`config.mk`:
```
export PLATFORM = sky130hd
export DESIGN_NAME = srrip_front_flat
export DESIGN_NICKNAME = d
export VERILOG_FILES = /design/src/srrip_pkg.sv /design/src/srrip_if.sv /design/src/srrip_front.sv /design/src/flat_wrapper.sv
export SDC_FILE = /design/constraint.sdc
export NUM_CORES = 1
export LEC_CHECK = 0
export ABC_CLOCK_PERIOD_IN_PS = 11100
export CORE_MARGIN = 2
export CORE_UTILIZATION = 50
export CTS_CLUSTER_DIAMETER = 50
export DETAILED_ROUTE_END_ITERATION = 12
export DONT_BUFFER_PORTS = 1
export GPL_ROUTABILITY_DRIVEN = 0
export PLACE_DENSITY = 0.66
export SYNTH_ARGS = -nofsm -noshare
export SYNTH_HDL_FRONTEND = slang
export SYNTH_SLANG_ARGS = --single-unit
export TNS_END_PERCENT = 100
```
`constraint.sdc`:
```
create_clock -name clk -period 11.1 [get_ports clk]
set_input_delay 1.11 -clock clk [delete_from_list [all_inputs] [get_ports clk]]
set_output_delay 1.11 -clock clk [all_outputs]
set_load 0.05 [all_outputs]
```
`src/srrip_pkg.sv`:
```
`default_nettype none
package srrip_pkg;

	// Input action codes.
	localparam logic [1:0] ACT_VICTIM = 2'd0;
	localparam logic [1:0] ACT_FILL   = 2'd1;
	localparam logic [1:0] ACT_UPDATE = 2'd2;
	localparam logic [1:0] ACT_NONE   = 2'd3;

	// Configuration register indexes.
	localparam logic CFG_REUSE  = 1'b0;
	localparam logic CFG_STREAM = 1'b1;

	localparam int SIG_W = 16;

	// One input item as carried by the input channel.
	typedef struct packed {
		logic [1:0]  action;
		logic [10:0] set_index;
		logic [3:0]  way_index;
		logic [15:0] valid_mask;
		logic [63:0] pc;
		logic        is_write;
		logic        was_hit;
	} req_t;

	// One result item.
	typedef struct packed {
		logic [3:0] victim_way;
		logic       chose_invalid;
	} rsp_t;

	// Fold a PC into a 16-bit signature by XOR of its four quarters.
	function automatic logic [SIG_W-1:0] fold_pc(input logic [63:0] pc);
		fold_pc = pc[15:0] ^ pc[31:16] ^ pc[47:32] ^ pc[63:48];
	endfunction

endpackage
`default_nettype wire

```
`src/srrip_if.sv`:
```
`default_nettype none
interface srrip_req_if;
	logic               valid;
	logic               ready;
	srrip_pkg::req_t    data;
	modport source (output valid, output data, input ready);
	modport sink (input valid, input data, output ready);
endinterface

`default_nettype wire

```
`src/srrip_front.sv`:
```
`default_nettype none
module srrip_front #(
	parameter int WAY_COUNT = 16,
	parameter int QDEPTH    = 2
) (
	input  wire logic               clk,
	input  wire logic               arst_n,
	srrip_req_if.sink               req,
	// Queue head toward the back end.
	output logic                    q_valid,
	output srrip_pkg::req_t         q_data,
	output logic                    q_inv,
	output logic [3:0]              q_inv_way,
	input  wire logic               q_pop
);
	localparam int QW = $clog2(QDEPTH);

	typedef struct packed {
		srrip_pkg::req_t req;
		logic            inv;
		logic [3:0]      inv_way;
	} qent_t;

	qent_t         ent_q [QDEPTH];
	logic [QW-1:0] rd_q, wr_q;
	logic [QW:0]   cnt_q;
	qent_t         new_ent;
	logic          push;

	// Classify: find the lowest invalid way; ways beyond 16 read as invalid.
	always_comb begin
		new_ent.req     = req.data;
		new_ent.inv     = 1'b0;
		new_ent.inv_way = '0;
		for (int w = WAY_COUNT - 1; w >= 0; w--) begin
			if (w >= 16 || !req.data.valid_mask[w[3:0]]) begin
				new_ent.inv     = 1'b1;
				new_ent.inv_way = w[3:0];
			end
		end
	end

	assign req.ready = (cnt_q != QDEPTH[QW:0]);
	assign push      = req.valid && req.ready;
	assign q_valid   = (cnt_q != '0);
	assign q_data    = ent_q[rd_q].req;
	assign q_inv     = ent_q[rd_q].inv;
	assign q_inv_way = ent_q[rd_q].inv_way;

	// Queue payload.
	always_ff @(posedge clk) begin
		if (push) begin
			ent_q[wr_q] <= new_ent;
		end
	end

	// Queue pointers.
	always_ff @(posedge clk or negedge arst_n) begin
		if (!arst_n) begin
			rd_q  <= '0;
			wr_q  <= '0;
			cnt_q <= '0;
		end else begin
			if (push) begin
				wr_q <= (wr_q == QW'(QDEPTH - 1)) ? '0 : wr_q + 1'b1;
			end
			if (q_pop) begin
				rd_q <= (rd_q == QW'(QDEPTH - 1)) ? '0 : rd_q + 1'b1;
			end
			cnt_q <= cnt_q + (QW+1)'(push) - (QW+1)'(q_pop);
		end
	end

`ifndef ASSERT_OFF
	a_no_pop_empty: assert property (@(posedge clk) disable iff (!arst_n)
		q_pop |-> q_valid) else $error("pop from empty queue");
	a_cnt_range: assert property (@(posedge clk) disable iff (!arst_n)
		cnt_q <= QDEPTH) else $error("queue overflow");
	a_ready_full: assert property (@(posedge clk) disable iff (!arst_n)
		(cnt_q == QDEPTH && !q_pop) |=> !req.ready) else $error("ready while full");
`endif
endmodule
`default_nettype wire

```
`src/flat_wrapper.sv`:
```
// flat-port wrapper written by rule: the top's interface ports become plain ports
module srrip_front_flat 
#(
	parameter int WAY_COUNT = 16,
	parameter int QDEPTH    = 2
)
  (clk, arst_n, q_valid, q_data, q_inv, q_inv_way, q_pop, req_valid, req_data, req_ready);
  srrip_req_if req_i ();
  input  wire logic clk;
  input  wire logic arst_n;
  output logic q_valid;
  output srrip_pkg::req_t q_data;
  output logic q_inv;
  output logic [3:0] q_inv_way;
  input  wire logic q_pop;
  input wire logic [$bits(req_i.valid)-1:0] req_valid;
  input wire logic [$bits(req_i.data)-1:0] req_data;
  output wire logic [$bits(req_i.ready)-1:0] req_ready;
  assign req_i.valid = req_valid;
  assign req_i.data = req_data;
  assign req_ready = req_i.ready;
  srrip_front #(.WAY_COUNT(WAY_COUNT), .QDEPTH(QDEPTH)) u_core (.clk(clk), .arst_n(arst_n), .req(req_i), .q_valid(q_valid), .q_data(q_data), .q_inv(q_inv), .q_inv_way(q_inv_way), .q_pop(q_pop));
endmodule
```
**Yosys cells after proc, flatten, opt, wreduce, memory -nomap -nowiden**

Memory sizes are Yosys's and may differ from the RTL's.
Index checks and enable logic that the tools add are counted.

- Bits in writable memories: 208
- Memories: 1
- Logic and storage cells: 31
- Register bits after elaboration: 4

Memory list:

| memory | depth | width | read ports | clocked after Yosys merged registers in | write ports | line | source |
|---|---|---|---|---|---|---|---|
| u_core.ent_q | 2 | 104 | 1 | 0 | 1 | srrip_front.sv:24 | `qent_t ent_q [QDEPTH];` |

- Equality and inequality tests: 1
- Mux-type cells: 20
- Reduce and logical (&&, ||, !) cells: 2
- Add/sub/neg operators: 4

Operators by type and width:

| kind | count |
|---|---|
| 2-to-1 mux 5 bit | 16 |
| 2-to-1 mux 1 bit | 4 |
| adder 1 bit (second input constant) | 2 |
| adder 2 x 1 -> 2 bit | 1 |
| != test 2 bit (second input constant) | 1 |
| nonzero test 2 bit | 1 |
| subtractor 2 x 1 -> 2 bit | 1 |
| logical AND 1 bit | 1 |

**Longest topological paths before layout**

Gate-level depths: netlist of the first run.

- Depth after elaboration: 16
- Depth in mapped cells: 7

**Least setup slack after synthesis of the first run**

Ideal clock, no wire load.

- Path type: input to register
- Start point: input port req_valid
- End point: memory u_core.ent_q[0][0] (netlist name), enable pin
- Arrival: 5.547 ns
- Path slack: 4.985 ns
- Stages on the path: 2
- Setup time: 0.568 ns
- Path buffers: 0
- Required time: 10.532 ns
- Path through: nand2_1 nor2_1

- Word-level cells in the longest chain between the ends: 3

Ends and longest elaborated chain:

| element | line | source |
|---|---|---|
| start, declared | flat_wrapper.sv:16 | `input wire logic [$bits(req_i.valid)-1:0] req_valid;` |
| logical AND 1 bit | srrip_front.sv:44 | `assign push = req.valid && req.ready;` |
| 2-to-1 mux 1 bit | srrip_front.sv:52 | `if (push) begin` |
| 2-to-1 mux 1 bit (not written as such) | srrip_front.sv:53 | `ent_q[wr_q] <= new_ent;` |
| end, declared | srrip_front.sv:24 |  |

Every way passes these cells.

==> results of run 1 <==
==> registers in the layout (all words and copies together) (netlist names) <==
register	flops
u_core.wr_q	1
u_core.ent_q	208
u_core.rd_q	1
u_core.cnt_q	2
==> critical path, delay by kind of cell (launching register included) <==
kind	cells	cell delay [ps]
DFF	1	880
buffers and inverters	1	800
muxes	1	550
==> cell usage after synthesis (2+ instances only) <==
cell type,n
o21ai_0,5
xnor2_1,3
nand3_1,2
nor3_1,2
nand4_1,3
buf_2,5
edfxtp_1,208
and4_1,2
nand2_1,8
dfrtp_1,4
ha_1,2
buf_12,5
inv_1,7
mux2_4,50
mux2_2,54
nor2_1,4
a31oi_1,2
==> placed cells by master (no fill, tap or decap), types with 2 or more instances in the layout <==
cell,count
buf_4,4
xnor2_1,3
mux2_2,54
a31oi_1,2
o21ai_0,5
clkinv_2,5
clkinv_1,3
nand2_1,8
nand3_1,2
ha_1,2
nand4_1,3
edfxtp_1,208
inv_1,7
dfrtp_1,3
clkbuf_1,6
and4_1,2
nor2_1,3
mux2_4,50
clkbuf_16,23
nor3_1,2
==> how the worst max path moves through the flow <==
stage,from,end,slack [ps],depth (start not counted)
floorplan,req_valid,u_core.ent_q[0][0],4990,2
global placement,u_core.rd_q,q_data[92],7630,2
detailed placement,u_core.rd_q,q_data[11],7600,2
CTS,u_core.rd_q,q_data[11],7090,2
global route,u_core.rd_q,q_data[24],6980,2
finish,u_core.rd_q,q_data[24],7130,2
==> per-stage QoR <==
stage	std cells	instance area, um^2
after floorplan	374	8120
after global placement	582	8280
after detailed placement	582	8280
after CTS	621	8930
after global routing	621	8930
final	621	8930
==> where the power goes <==
part / internal, mW / total, mW / switching, mW / leakage, nW
registers: 1.10 / 1.18 / 0.0804 / 1.98
clock network: 0.379 / 0.650 / 0.271 / 0.319
logic: 0.275 / 1.13 / 0.857 / 0.764
==> cells by family (layout without fill, tap and decap cells) <==
kind of cell / Yosys count / in the layout / synth area share, %
flip-flops: 212 / 212 / 78.2
multiplexers: 104 / 104 / 16.7
AND/OR/NAND/NOR: 23 / 23 / 1.40
buffers and inverters: 19 / 50 / 2.19
AO/OA/AOI/OAI: 10 / 10 / 0.725
XOR/XNOR: 4 / 4 / 0.432
adder cells (fa/ha/maj): 2 / 2 / 0.308
==> cell type report <==
| type | instances | area share [%] |
|---|---|---|
| Clock buffer | 29 | 6.70 |
| Multi-Input combinational cell | 143 | 18.0 |
| Timing Repair Buffer | 4 | 0.336 |
| Tap cell | 216 | 3.03 |
| Sequential cell | 212 | 71.1 |
| Inverter | 7 | 0.294 |
| Clock inverter | 10 | 0.588 |
==> layer usage <==
metal  up-vias  GRT usage, %
met4         0          4.83
met2       147          24.3
li1       1501             -
met1      1655          16.8
met5         -             0
met3        25          6.79
==> flow_summary.ini, run 1 <==
[global_route]
initial_antenna_violation_count = 0
grt_pass1_wl_um = 19800
globalRouteOverflowTotal = 0
grt.total_usage_pct = 14.6
number_of_global_route_vias_before_repair = 3606
largest_net_degree_at_the_start_of_global_routing = 63

[die]
die_w_um = 131
design.core.area_mm2 = 0.0159
die_height_um = 131
boundaryPins = 209
floorplan.initialDensity_pct = 51.1
dieArea_mm2 = 0.0173
placement_rows = 46

[critical_path]
worst-r2r-setup-slack_ps = 8400
crit_slowest_cell = dfrtp_4
cp_cell_sequence = buf_4, mux2_2
reg2reg_start = u_core.cnt_q[1]
worstSetupEndpointType = output pin
worstPathRequired_ps = 9990
crit_type = register to output pin
r2r-end = u_core.ent_q[1][6]
worst_setup_path_start_kind = register
cp_data_arrival_time_ps = 2860
worstPathMaxFanout = 62
crit_path_max_incr_delay_ps = 880
timing.reg2reg.worst_path_depth = 3

[clock_tree]
htree_num_levels = 1
clk_root_buf = clkbuf_16
cts.repair_timing.setup_buffer_count = 0
post_cts_resized = 0
tritoncts = yes
worst_setup_hold_path_clk_slew_ps = 60
clock-sinks = 212
worst_skew_pair.late_latency_ps = 490
cts_max_path_buffers = 3
cts_hold_buffers = 0
cts_inserted_buffers = 23

[synth]
synth-seq-cells = 212
syn_nets = 479
synth_top_area_share_pct = 77.0
asyncSetResetFlopFracSynth_pct = 1.89
ys_seq_area_share_pct = 78.2
synth_enable_flop_cells = 208
synth_area_per_cell_um2 = 21.7
synth.top_cells.by_area = edfxtp_1, mux2_4, mux2_2
synthesis.yosys.warnings = 0
yosysTopAreaCell = edfxtp_1
gate_count_of_the_mapped_netlist = 374
synthesis.area_mm2 = 0.00812
postSynth.topFlopCell = edfxtp_1
synth.lib_cells_used.distinct = 25

[status]
outcome = complete, no violations

[sta]
final.period_utilization_pct = 35.8
skew_ps = 13.3
rsz0062_at_grt = no
min_period_ps = 3970
tightestPinTransition_ps = 979
final_critical_path_setup_slack_ps = 7130
fin_worst_hold_slack_ps = 324
hold_violation_total_from_the_final_report = 0
timing.final.setup_violations = 0
highest_clock_rate_mhz = 252
max_slew_violation_total_from_the_final_report = 0
worst_slew_margin_rel_pct = 34.8
fin_tns_setup_ps = 0

[routing]
totalWireLength_um = 13200
wl_met2_um = 6480
routed.top_layer = met4
route.vias.total = 3328
dr.pass1.iters = 4
avgRoutedWirePerCell_um = 21.2
total_drc_errors_in_the_routed_layout = 0
drt_iter0_markers = 168
routedLengthMet1_um = 4950
routed-wl-met3_um = 1480
detail-route-antenna-nets = 0
post_drt_via_cell_ratio = 5.36

[finish]
finish.utilization_pct = 56.2
layout-area-overhead-vs-synth_pct = 10.1
n_fill_cell = 1219
multi_input_area_mm2 = 0.00160
nets = 496
antenna-diode-count = 0
seqCellArea_mm2 = 0.00635
final_layout_size_suffix_gt1_share_pct = 35.1

[power_and_ir_drop]
pwr_density_mw_per_mm2 = 332
power.leakage_nw = 3.06
power_mw = 2.96
power.ir.vdd_worst_uv = 225

[place]
port_buffers = 0
detailedPlace.worstSlack_ps = 7600
hpwl_um = 8630

[job]
max-cap-violations = 0

[worst_hold_path]
worstHoldPathType = primary input to asynchronous set/reset pin
Note: power is estimated with default switching activity, not from simulation.
==> inputs of run 2 (changes only) <==
Settings changed: ABC_CLOCK_PERIOD_IN_PS 11100 to 3400, PLACE_DENSITY 0.66 to 0.69.
Clock period 11.1 ns to 3.4 ns, I/O delays scaled along.
==> run 2 against run 1 <==
Compared with the run above: global-route usage increased by 1.1 points; core utilization grew 7.6 points; combinational power grew to 3.5 times the previous value; setup slack got worse by 6200 ps; count of clock-buffer cells in the layout grew 2.
==> flow_summary.ini, run 2 (same netlist as run 1, synthesis figures left out) <==
[clock_tree]
clk_root_buf = clkbuf_16
worst_setup_hold_path_clk_slew_ps = 60
worst_skew_pair.late_latency_ps = 500
htree_num_levels = 1
cts_inserted_buffers = 24
post_cts_resized = 0
cts.repair_timing.setup_buffer_count = 0
tritoncts = yes
cts_max_path_buffers = 3
clock-sinks = 212
cts_hold_buffers = 101

[sta]
timing.final.setup_violations = 0
max_slew_violation_total_from_the_final_report = 0
min_period_ps = 2470
rsz0062_at_grt = no
fin_worst_hold_slack_ps = 90.5
skew_ps = 15.8
tightestPinTransition_ps = 797
highest_clock_rate_mhz = 405
hold_violation_total_from_the_final_report = 0
fin_tns_setup_ps = 0
worst_slew_margin_rel_pct = 46.9
final.period_utilization_pct = 72.6

[power_and_ir_drop]
power.ir.vdd_worst_uv = 1030
pwr_density_mw_per_mm2 = 1010
power.leakage_nw = 3.58

[critical_path]
worstSetupEndpointType = output pin
worstPathMaxFanout = 36
worstPathRequired_ps = 3060
worst_setup_path_start_kind = register
cp_data_arrival_time_ps = 2130
reg2reg_start = u_core.cnt_q[0]
cp_cell_sequence = buf_4, mux2_2
crit_type = register to output pin
crit_path_max_incr_delay_ps = 550
crit_slowest_cell = dfrtp_4
critPathLaunch = u_core.rd_q

[routing]
avgRoutedWirePerCell_um = 19.4
totalWireLength_um = 14200
post_drt_via_cell_ratio = 5.16
detail-route-antenna-nets = 0
drt_iter0_markers = 205
total_drc_errors_in_the_routed_layout = 0
route.vias.total = 3758
dr.pass1.iters = 4

[global_route]
number_of_global_route_vias_before_repair = 3986
largest_net_degree_at_the_start_of_global_routing = 58
grt_pass1_wl_um = 21400
globalRouteOverflowTotal = 0
grt.total_usage_pct = 15.7
initial_antenna_violation_count = 0

[finish]
final_layout_size_suffix_gt1_share_pct = 29.8
reg.largest.list = u_core.ent_q (208), u_core.cnt_q (2)
mostFrequentLayoutCell = edfxtp_1
largest_register_ff_count = 208
layout-area-overhead-vs-synth_pct = 24.9
antenna-diode-count = 0
largest_register = u_core.ent_q
mostFrequentLayoutCells = edfxtp_1, dlygate4sd3_1, mux2_2
nets = 600

[place]
port_buffers = 0
hpwl_um = 8630

[die]
design.core.area_mm2 = 0.0159
floorplan.initialDensity_pct = 51.1
die_w_um = 131
dieArea_mm2 = 0.0173
die_height_um = 131
boundaryPins = 209
placement_rows = 46

[worst_hold_path]
hold_path_startpoint = req_data[66]
worstHoldPathType = primary input to register

[job]
max-cap-violations = 0

[status]
outcome = complete, no violations
==> run 2: changes by cell type in the layout (fill, tap and decap cells not counted), moves of 2 or more <==
cell           change
bufinv_16          +2
clkinv_1           -3
clkbuf_16          +2
buf_12             +2
dlygate4sd3_1    +101
==> run 2: power by group <==
group | internal (mW) | switching, mW | total, mW
clock | 1.54 | 0.969 | 2.51
combinational | 1.01 | 2.96 | 3.97
sequential | 3.58 | 0.173 | 3.75
==> run 2: worst paths after layout <==
kind | to | slack (ps) | depth (start not counted)
min | u_core.ent_q[1][0] | 90 | 2
min in group asynchronous | u_core.wr_q | 110 | 1
min reg2reg | u_core.cnt_q[1] | 530 | 1
max reg2reg | u_core.ent_q[1][101] | 1150 | 4
max in group asynchronous | u_core.rd_q | 3090 | 1
max | q_data[24] | 930 | 2
==> run 2: worst max-delay path: cells and delay by family (launching register included) <==
| family | cells | cell delay [ps] |
|---|---|---|
| buf+inv | 1 | 500 |
| mux | 1 | 540 |
| flops | 1 | 550 |
==> run 2: layout make-up <==
type / count / area (um^2)
sequential: 212 / 6350
fill: 1111 / 5750
multi-input combinational: 143 / 1600
timing repair buffer: 107 / 1080
clock buffer: 31 / 658
tap: 216 / 270
clock inverter: 13 / 144
inverter: 7 / 26.3
==> run 2: stage by stage <==
stage	utilization (%)	cell area, um^2	worst slack, ps	std cells	total power [mW]
3_3_place_gp	52.4	8320	1200	584	7.62
5_1_grt	63.8	10100	841	729	10.6
4_1_cts	63.8	10100	911	729	10.3
3_5_place_dp	52.4	8320	1150	584	7.69
6_report	63.8	10100	931	729	10.2
2_1_floorplan	-	8120	435	374	7.42
==> run 2: routing by layer <==
metal / vias to the layer above / wire, um / global-route usage (%)
met5: - / 0 / 0
met3: 20 / 1290 / 6.33
met4: 0 / 214 / 4.71
met2: 154 / 6900 / 26.2
met1: 1869 / 5770 / 18.9
li1: 1715 / - / -
==> inputs of run 3 (changes only) <==
Settings changed: ABC_AREA set to 1, ABC_CLOCK_PERIOD_IN_PS 3400 to 2100.
Clock period 3.4 ns to 2.1 ns, I/O delays scaled along.
==> run 3 against run 2 <==
Compared with the run above: flip-flop and latch count stayed put; wire length is 5.8% higher; setup slack worse by 880 ps; first-iteration DRC count is 3.9% lower; critical path type unchanged.
==> flow_summary.ini, run 3 <==
[synth]
synth_top_area_share_pct = 79.3
synthesis.yosys.warnings = 0
synth.lib_cells_used.distinct = 17
postSynth.topFlopCell = edfxtp_1
ys_seq_area_share_pct = 80.5
syn_nets = 489
synth_common_cells = edfxtp_1, mux2_2, nand2_1
synth_enable_flop_cells = 208
asyncSetResetFlopFracSynth_pct = 1.89
most_numerous_cell_in_the_yosys_netlist = edfxtp_1
yosysTopAreaCell = edfxtp_1
synth.top_cells.by_area = edfxtp_1, mux2_2, dfrtp_1
gate_count_of_the_mapped_netlist = 384
synthesis.area_mm2 = 0.00788
synth_area_per_cell_um2 = 20.5
synth-seq-cells = 212

[routing]
drt_iter0_markers = 197
total_drc_errors_in_the_routed_layout = 0
avgRoutedWirePerCell_um = 20.2
post_drt_via_cell_ratio = 5.23
totalWireLength_um = 15000
dr.pass1.iters = 5
detail-route-antenna-nets = 0
route.vias.total = 3876

[clock_tree]
clk_root_buf = clkbuf_16
worst_setup_hold_path_clk_slew_ps = 60
clock-sinks = 212
cts_max_path_buffers = 3
tritoncts = yes
worst_skew_pair.late_latency_ps = 490
post_cts_resized = 0
htree_num_levels = 1
cts_inserted_buffers = 22

[global_route]
number_of_global_route_vias_before_repair = 4239
grt_pass1_wl_um = 22100
globalRouteOverflowTotal = 0
grt-busiest-layer = met2
global_route.usage.met2_pct = 30.1
largest_net_degree_at_the_start_of_global_routing = 55
initial_antenna_violation_count = 0
grt_util_met1_pct = 18.5
met3_usage_pct = 7.84
grt.total_usage_pct = 17.1

[worst_hold_path]
hold_path_end = u_core.ent_q[1][4]
hold_path_startpoint = req_data[70]
whs_path_depth = 3
worstHoldPathType = primary input to register

[finish]
largest_register = u_core.ent_q
mostFrequentLayoutCells = edfxtp_1, mux2_2, dlygate4sd3_1
final_layout_size_suffix_gt1_share_pct = 30.0
finish.utilization_pct = 65.5
layout-area-overhead-vs-synth_pct = 27.3
nets = 621
antenna-diode-count = 0
reg.largest.list = u_core.ent_q (208), u_core.cnt_q (2)
largest_register_ff_count = 208
mostFrequentLayoutCell = edfxtp_1

[power_and_ir_drop]
power_frac_clock_pct = 23.2
power_switching_share_pct = 40.7
power.ir.vdd_worst_uv = 1470
power_switching_mw = 6.56
power_frac_comb_pct = 39.3
power_mw = 16.1
internal_power_mw = 9.56
power.share.sequential_pct = 37.5
pwr_density_mw_per_mm2 = 1610
power.leakage_nw = 3.43

[place]
hpwl_um = 8660
port_buffers = 0

[sta]
tightestPinTransition_ps = 447
fin_worst_hold_slack_ps = 46.4
max_slew_violation_total_from_the_final_report = 0
skew_ps = 6.77
min_period_ps = 2050
hold_violation_total_from_the_final_report = 0
highest_clock_rate_mhz = 488
timing.final.setup_violations = 0
final.period_utilization_pct = 97.6
worst_slew_margin_rel_pct = 70.1
rsz0062_at_grt = no

[critical_path]
worstSetupEndpointType = output pin
worst_setup_path_start_kind = register
timing.reg2reg.worst_path_depth = 4
r2r-end = u_core.ent_q[0][101]
worst-r2r-setup-slack_ps = 380
crit_path_max_incr_delay_ps = 570
worstPathRequired_ps = 1890
cp_data_arrival_time_ps = 1840
reg2reg_start = u_core.cnt_q[1]
crit_slowest_cell = dfrtp_4
worstPathMaxFanout = 35
crit_type = register to output pin
cp_cell_sequence = buf_12, mux2_2

[die]
boundaryPins = 209
die_height_um = 130
dieArea_mm2 = 0.0168
floorplan.initialDensity_pct = 51.4
die_w_um = 130
placement_rows = 45
design.core.area_mm2 = 0.0153

[status]
outcome = complete, no violations

[job]
max-cap-violations = 0
[run 3: changes by cell type in the layout (fill, tap and decap cells not counted), sizes merged, moves of 3 or more]
| cell | delta |
|---|---|
| buf | +11 |
| clkbuf | -3 |
| clkinv | -3 |
| nand2 | +12 |
| nor2 | +8 |
| o21ai | -5 |
[run 3: worst max-delay path: cells and delay by family (launching register included)]
family | cells | cell delay (ps)
multiplexers | 1 | 500
flip-flops | 1 | 570
buffers and inverters | 1 | 250
[run 3: area by class of cell]
class                           instances  area [um^2]
Fill cell                            1055         5280
Clock buffer                           28          594
Clock inverter                         10          108
Inverter                                9         33.8
Multi-Input combinational cell        151         1430
Tap cell                              211          264
Timing Repair Buffer                  120         1250
Sequential cell                       212         6350
[run 3: worst max path at each step]
stage / from / endpoint / cells after the start
final: u_core.rd_q / q_data[11] / 2
after global routing: u_core.rd_q / q_data[41] / 2
after CTS: u_core.rd_q / q_data[21] / 2
after detailed placement: u_core.cnt_q[1] / u_core.ent_q[0][101] / 4
after global placement: u_core.cnt_q[1] / u_core.ent_q[0][98] / 4
after floorplan: u_core.cnt_q[1] / u_core.ent_q[1][0] / 3
[run 3: timing repair]
action                                 CTS  global route
cloned                                   0             0
endpoints found under the hold margin  210             0
pin swaps                                0             0
hold buffers                           103             0
setup endpoints to repair               84            35
buffers inserted                         1             6
[run 3: per-layer routing]
| metal | wire length, um | vias to the layer above | share of wire [%] |
|---|---|---|---|
| met1 | 5390 | 1901 | 36 |
| met3 | 1620 | 31 | 11 |
| met4 | 342 | 0 | 2.3 |
| met5 | 0 | - | 0 |
| li1 | - | 1756 | - |
| met2 | 7640 | 188 | 51 |
[run 3: power groups by stage]
| stage | clock, mW | combinational [mW] | sequential, mW |
|---|---|---|---|
| CTS | 3.84 | 6.28 | 6.04 |
| finish | 3.74 | 6.33 | 6.04 |
| floorplan | 0 | 5.44 | 6.02 |
| global placement | 0 | 5.97 | 6.11 |
| detailed placement | 0 | 6.00 | 6.16 |
| global route | 4.00 | 6.57 | 6.12 |
[run 3: metrics by stage]
| stage | setup TNS (ps) | area [um^2] | cells | setup slack, ps |
|---|---|---|---|---|
| CTS | 0 | 9990 | 735 | 13.9 |
| global route | 0 | 10000 | 741 | 0.275 |
| floorplan | -112620 | 7910 | 384 | -555 |
| global placement | 0 | 8240 | 593 | 407 |
| detailed placement | 0 | 8240 | 593 | 386 |
| finish | 0 | 10000 | 741 | 50.1 |
[run 3: cells by family after synthesis]
group | count (synthesis) | share of synthesized area, %
DFF | 212 | 80.5
muxes | 104 | 14.9
and+or+nand+nor | 40 | 2.08
buffers and inverters | 21 | 1.67
xor gates and xnor gates | 3 | 0.334
AOI/OAI and AO/OA | 2 | 0.191
adders and majority gates | 2 | 0.318
